[src/sv/utd_pkg.sv]
// ----------------------------------------------------------------------------
// utd_pkg: shared types and constants for the UTF-8 to UCS-2 decoder
// Lead byte prefixes, payload masks, decoder state and result structs.
// ----------------------------------------------------------------------------
package utd_pkg;

    localparam int BYTE_W  = 8;
    localparam int CODE_W  = 16;
    localparam int COUNT_W = 16;
    localparam int LEFT_W  = 3;
    localparam int LEN_W   = 3;

    // Lead byte prefixes, longest first
    localparam logic [BYTE_W-1:0] PREFIX_LEN6 = 8'hFC;
    localparam logic [BYTE_W-1:0] PREFIX_LEN5 = 8'hF8;
    localparam logic [BYTE_W-1:0] PREFIX_LEN4 = 8'hF0;
    localparam logic [BYTE_W-1:0] PREFIX_LEN3 = 8'hE0;
    localparam logic [BYTE_W-1:0] PREFIX_LEN2 = 8'hC0;

    localparam logic [BYTE_W-1:0] PAYLOAD_ALL = 8'hFF;
    localparam logic [BYTE_W-1:0] TERMINATOR  = 8'h00;
    localparam int                CONT_BITS   = 6;

    localparam logic [COUNT_W-1:0] COUNT_MAX  = {COUNT_W{1'b1}};

    // Decoder state carried between beats
    typedef struct packed {
        logic [LEFT_W-1:0]  bytes_left;
        logic [CODE_W-1:0]  accumulator;
        logic [COUNT_W-1:0] decoded_count;
    } utd_state_t;

    // Result produced by one input beat
    typedef struct packed {
        logic               valid;
        logic [CODE_W-1:0]  code_unit;
        logic [COUNT_W-1:0] char_count;
        logic               end_of_string;
    } utd_result_t;

    // Sequence length from the lead byte prefix
    function automatic logic [LEN_W-1:0] lead_length(input logic [BYTE_W-1:0] b);
        logic [LEN_W-1:0] len;
        if ((b & PREFIX_LEN6) == PREFIX_LEN6)      len = 3'd6;
        else if ((b & PREFIX_LEN5) == PREFIX_LEN5) len = 3'd5;
        else if ((b & PREFIX_LEN4) == PREFIX_LEN4) len = 3'd4;
        else if ((b & PREFIX_LEN3) == PREFIX_LEN3) len = 3'd3;
        else if ((b & PREFIX_LEN2) == PREFIX_LEN2) len = 3'd2;
        else                                       len = 3'd1;
        return len;
    endfunction

endpackage

[src/sv/utd_step.sv]
// ----------------------------------------------------------------------------
// utd_step: one-beat decode step
// Combinational next state and result for one byte given the current state.
// ----------------------------------------------------------------------------
module utd_step (
    input  utd_pkg::utd_state_t              state_cur,
    input  logic [utd_pkg::BYTE_W-1:0]       in_byte,
    output utd_pkg::utd_state_t              state_next,
    output utd_pkg::utd_result_t             result
);

    logic [utd_pkg::LEN_W-1:0]   len;
    logic [utd_pkg::BYTE_W-1:0]  payload;
    logic [utd_pkg::COUNT_W-1:0] count_inc;

    // Lead byte decode
    assign len       = utd_pkg::lead_length(in_byte);
    assign payload   = in_byte & (utd_pkg::PAYLOAD_ALL >> len);
    // Saturating character count
    assign count_inc = (state_cur.decoded_count == utd_pkg::COUNT_MAX)
                     ? state_cur.decoded_count
                     : state_cur.decoded_count + 1'b1;

    // Next state and result
    always_comb begin
        state_next           = state_cur;
        result.valid         = 1'b0;
        result.code_unit     = '0;
        result.char_count    = state_cur.decoded_count;
        result.end_of_string = 1'b0;

        if (state_cur.bytes_left != '0) begin
            // Continuation: shift in six bits, no checking of the tag bits
            state_next.accumulator = {state_cur.accumulator[utd_pkg::CODE_W-utd_pkg::CONT_BITS-1:0],
                                      in_byte[utd_pkg::CONT_BITS-1:0]};
            state_next.bytes_left  = state_cur.bytes_left - 1'b1;
            if (state_cur.bytes_left == utd_pkg::LEFT_W'(1)) begin
                state_next.decoded_count = count_inc;
                result.valid             = 1'b1;
                result.code_unit         = state_next.accumulator;
                result.char_count        = count_inc;
            end
        end else if (in_byte == utd_pkg::TERMINATOR) begin
            // Terminator: report count, then clear
            result.valid             = 1'b1;
            result.end_of_string     = 1'b1;
            state_next.decoded_count = '0;
            state_next.accumulator   = '0;
        end else begin
            // Lead byte
            state_next.accumulator = {{(utd_pkg::CODE_W-utd_pkg::BYTE_W){1'b0}}, payload};
            state_next.bytes_left  = len - 1'b1;
            if (len == utd_pkg::LEN_W'(1)) begin
                state_next.decoded_count = count_inc;
                result.valid             = 1'b1;
                result.code_unit         = state_next.accumulator;
                result.char_count        = count_inc;
            end
        end
    end

endmodule

[src/sv/utf8_to_ucs2_decoder_top.sv]
// ----------------------------------------------------------------------------
// Output: a result beat is registered and appears in the cycle after the byte that completes it.
// Throughput: one byte per cycle; the decode step is a single pass from the
// state registers to the result register, and s_ready stays high while the
// result register is empty or being drained by m_ready.
// Reset: synchronous, active-low aresetn clears decoder state and m_valid.
// ----------------------------------------------------------------------------
// utf8_to_ucs2_decoder_top: byte-serial UTF-8 decoder with 16-bit code units
// Emits one beat per completed character and one end beat per terminator.
// ----------------------------------------------------------------------------
module utf8_to_ucs2_decoder_top (
    input  logic                            aclk,
    input  logic                            aresetn,
    input  logic                            s_valid,
    output logic                            s_ready,
    input  logic [utd_pkg::BYTE_W-1:0]      s_in_byte,
    output logic                            m_valid,
    input  logic                            m_ready,
    output logic [utd_pkg::CODE_W-1:0]      m_code_unit,
    output logic [utd_pkg::COUNT_W-1:0]     m_char_count,
    output logic                            m_end_of_string
);

    utd_pkg::utd_state_t  state_reg, state_next;
    utd_pkg::utd_result_t step_res;
    logic                 s_fire;
    logic                 m_valid_reg, m_valid_next;
    logic [utd_pkg::CODE_W-1:0]  code_unit_reg;
    logic [utd_pkg::COUNT_W-1:0] char_count_reg;
    logic                 eos_reg;

    // Handshake
    assign s_ready = !m_valid_reg || m_ready;
    assign s_fire  = s_valid && s_ready;

    utd_step u_step (
        .state_cur  (state_reg),
        .in_byte    (s_in_byte),
        .state_next (state_next),
        .result     (step_res)
    );

    // Decoder state
    always_ff @(posedge aclk) begin
        if (!aresetn) begin
            state_reg <= '0;
        end else if (s_fire) begin
            state_reg <= state_next;
        end
    end

    // Result register valid
    always_comb begin
        if (s_fire && step_res.valid) begin
            m_valid_next = 1'b1;
        end else if (m_ready) begin
            m_valid_next = 1'b0;
        end else begin
            m_valid_next = m_valid_reg;
        end
    end

    always_ff @(posedge aclk) begin
        if (!aresetn) begin
            m_valid_reg <= 1'b0;
        end else begin
            m_valid_reg <= m_valid_next;
        end
    end

    // Result payload
    always_ff @(posedge aclk) begin
        if (s_fire && step_res.valid) begin
            code_unit_reg  <= step_res.code_unit;
            char_count_reg <= step_res.char_count;
            eos_reg        <= step_res.end_of_string;
        end
    end

    assign m_valid         = m_valid_reg;
    assign m_code_unit     = code_unit_reg;
    assign m_char_count    = char_count_reg;
    assign m_end_of_string = eos_reg;

    // Checks
    a_eos_zero_code: assert property (@(posedge aclk) disable iff (!aresetn)
        (m_valid && m_end_of_string) |-> (m_code_unit == '0))
        else $error("end beat with nonzero code unit");

    a_count_cleared: assert property (@(posedge aclk) disable iff (!aresetn)
        (s_fire && step_res.end_of_string) |=> (state_reg.decoded_count == '0))
        else $error("count not cleared after terminator");

    a_left_range: assert property (@(posedge aclk) disable iff (!aresetn)
        (state_reg.bytes_left != 3'd6) && (state_reg.bytes_left != 3'd7))
        else $error("continuation count out of range");

    a_ready_empty: assert property (@(posedge aclk) disable iff (!aresetn)
        !m_valid_reg |-> s_ready)
        else $error("input stalled with empty result register");

endmodule
[config.mk]
export PLATFORM = sky130hd
export DESIGN_NAME = utf8_to_ucs2_decoder_top
export DESIGN_NICKNAME = d
export VERILOG_FILES = /design/src/sv/utd_pkg.sv /design/src/sv/utd_step.sv /design/src/sv/utf8_to_ucs2_decoder_top.sv
export SDC_FILE = /design/constraint.sdc
export NUM_CORES = 1
export LEC_CHECK = 0
export ABC_AREA = 1
export BUFFER_PORTS_ARGS = -buffer_cell sky130_fd_sc_hd__buf_2
export CAP_MARGIN = 20
export CORE_MARGIN = 2
export CORE_UTILIZATION = 50
export CTS_BUF_LIST = sky130_fd_sc_hd__clkbuf_8
export DETAILED_ROUTE_END_ITERATION = 7
export HOLD_SLACK_MARGIN = 0.1
export PLACE_DENSITY = 0.66
export SLEW_MARGIN = 20
export SYNTH_ARGS = -nofsm -noshare
export SYNTH_HDL_FRONTEND = slang
export SYNTH_HIERARCHICAL = 1
export SYNTH_SLANG_ARGS = --single-unit
[constraint.sdc]
create_clock -name aclk -period 4.6 [get_ports aclk]
set_input_delay 0.92 -clock aclk [delete_from_list [all_inputs] [get_ports aclk]]
set_output_delay 0.92 -clock aclk [all_outputs]
set_load 0.05 [all_outputs]
==> flow_metrics.py <==
metrics = {
    "status": {
        "outcome": "finished clean",
    },
    "timing": {
        "rsz0062_at_grt": "false",
        "fmax_ghz": 0.2981,
        "final_hold_viol_count": 0,
        "max_slew_margin": 0.5753,
        "finalCriticalPeriod_ns": 3.355,
        "worst_pin_slew_ns": 0.6356,
        "finalSetupTns_ns": 0,
        "finalMaxSlewViolations": 0,
        "finalCritPeriodShare": 0.7294,
        "finalSetupViolations": 0,
        "finClkSkew_ns": 0.01214,
    },
    "routing": {
        "firstDrtPassIters": 5,
        "route.met3.wl_um": 514,
        "avgRoutedWirePerCell_um": 13.89,
        "wl_met1_um": 4793,
        "drt_iter0_drc": 202,
        "met2_length_um": 4265,
        "vias": 3605,
        "vias_per_cell": 5.195,
        "route.top_layer_used": "met4",
        "drc_errors": 0,
        "ant_nets": 0,
        "routed_wl_um": 9643,
    },
    "finish": {
        "mostFrequentLayoutCells": "nand2_1 (122), inv_1 (81), nor2_1 (67), nand3_1 (66), buf_2 (46)",
        "largest_reg_flops": 29,
        "drive_gt1_frac": 0.1622,
        "final_cell_count_no_fill": 694,
        "utilization": 0.5654,
        "area_delta_synth_final_pct": 7.956,
        "antenna_cells": 0,
        "layout_commonest_cell": "nand2_1",
        "nets": 607,
    },
    "die": {
        "die_h_um": 94.43,
        "pin_count": 47,
        "dieWidth_um": 94.43,
        "core_area_um2": 7807,
        "dieArea_um2": 8917,
        "row_count": 32,
        "start_util": 0.5237,
    },
    "job": {
        "maxCapViolCount": 0,
    },
    "setup_path": {
        "slowest_stage": "nor2_4",
        "worstSetupEndpointType": "register",
        "critical-path-top-delay-family": "simple AND/OR/NAND/NOR gates",
        "path_max_fanout": 18,
        "crit_buf_inv": 6,
        "cp.depth": 15,
        "slowest_delay_ns": 0.52,
        "worstPathArrival_ns": 3.41,
        "cp.required_ns": 4.65,
        "cp-start-kind": "input port",
        "critical_path_class": "input port to register",
        "path_cells": "buf_2 > nand2_1 > nor2_4 > inv_1 > nor2_1 > a21oi_1 > ha_1 > inv_1 > nor2_2 > buf_4 > nand2_2 > nand3_2 > inv_1 > nor2_4 > buf_12",
        "worst_r2r_path_depth": 9,
        "cp_common_cell": "inv_1",
    },
    "clock_network": {
        "clk_latency_ns": 0.35,
        "cts_made_buffers": 9,
        "ctsResizeCount": 0,
        "clk_pin_slew_worst_paths_ns": 0.08,
        "cts_setup_buffers": 0,
        "cts_root_buffer": "clkbuf_8",
        "clockBufferDepth": 2,
        "cts_hold_buf": 0,
        "cts_tree": "done",
        "htreeDepth": 3,
        "clock-sinks": 63,
    },
    "grt": {
        "grt_pass1_wl_um": 15630,
        "first_global_vias": 3203,
        "grt_util_all_layers": 0.2253,
        "grt_max_degree": 62,
        "globalRouteOverflowTotal": 0,
        "antenna_found_initial": 0,
    },
    "min_path": {
        "holdPathStages": 2,
        "hold_path_class": "register to register",
    },
    "logic_synthesis": {
        "syn_area_per_cell_um2": 7.367,
        "ys_warn_count": 6,
        "syn-cell-area_um2": 4089,
        "synthesis.nets": 575,
        "synth_cells": 555,
    },
    "place": {
        "hpwl_um": 6571,
        "dp_cells": 678,
        "gp_congestion": 0.8974,
        "io_buffers": 46,
    },
    "power_and_ir_drop": {
        "fin_total_pwr_mw": 1.643,
        "ir_drop_mv": 0.2564,
        "leakagePower_nw": 2.084,
        "powerDensity_nw_per_um2": 372.2,
    },
}
[per-stage QoR]
stage / hold WS (ns) / instance area [um2] / setup WS, ns
finish: 0.4893 / 4414 / 1.245
global route: 0.5233 / 4414 / 1.089
CTS: 0.4957 / 4414 / 1.248
detailed placement: 0.4747 / 4235 / 0.9038
global placement: 0.4630 / 4235 / 0.9754
floorplan: 0.4516 / 4089 / 0.6457
[routing by layer]
metal / track usage / vias to the layer above
li1: - / 1848
met1: 0.3261 / 1665
met3: 0.03352 / 5
met4: 0.06401 / 0
met2: 0.3506 / 87
met5: 0 / -
[final timing paths]
path                      start               end  slack [ns]
setup / recovery   s_in_byte[6]  m_char_count[10]        1.24
hold / removal    state_reg[33]     state_reg[33]        0.49
setup reg to reg  state_reg[32]  m_char_count[10]        2.03
hold reg to reg   state_reg[33]     state_reg[33]        0.49
[cell type report]
type / instances / area (um2)
fill: 788 / 3393
sequential: 63 / 1592
timing repair buffer: 49 / 265.3
clock buffer: 9 / 123.9
multi-input combinational: 376 / 1917
tap: 102 / 127.6
inverter: 88 / 334.1
clock inverter: 7 / 55.05
[report_power, final]
group / total [mW] / internal (mW) / switching, mW / leakage [nW]
Combinational: 0.495 / 0.142 / 0.353 / 1.44
Sequential: 0.698 / 0.660 / 0.0380 / 0.562
Clock: 0.450 / 0.202 / 0.248 / 0.0870
Total: 1.64 / 1.00 / 0.639 / 2.08
[worst register-to-register path, delay by kind of cell, from the launching register on]
kind,cells,cell delay [ns]
flops,1,0.34
buf+inv,4,0.54
fa+ha+maj,1,0.26
simple gates,4,1.15
No activity file was read; power rests on OpenSTA's default activity.
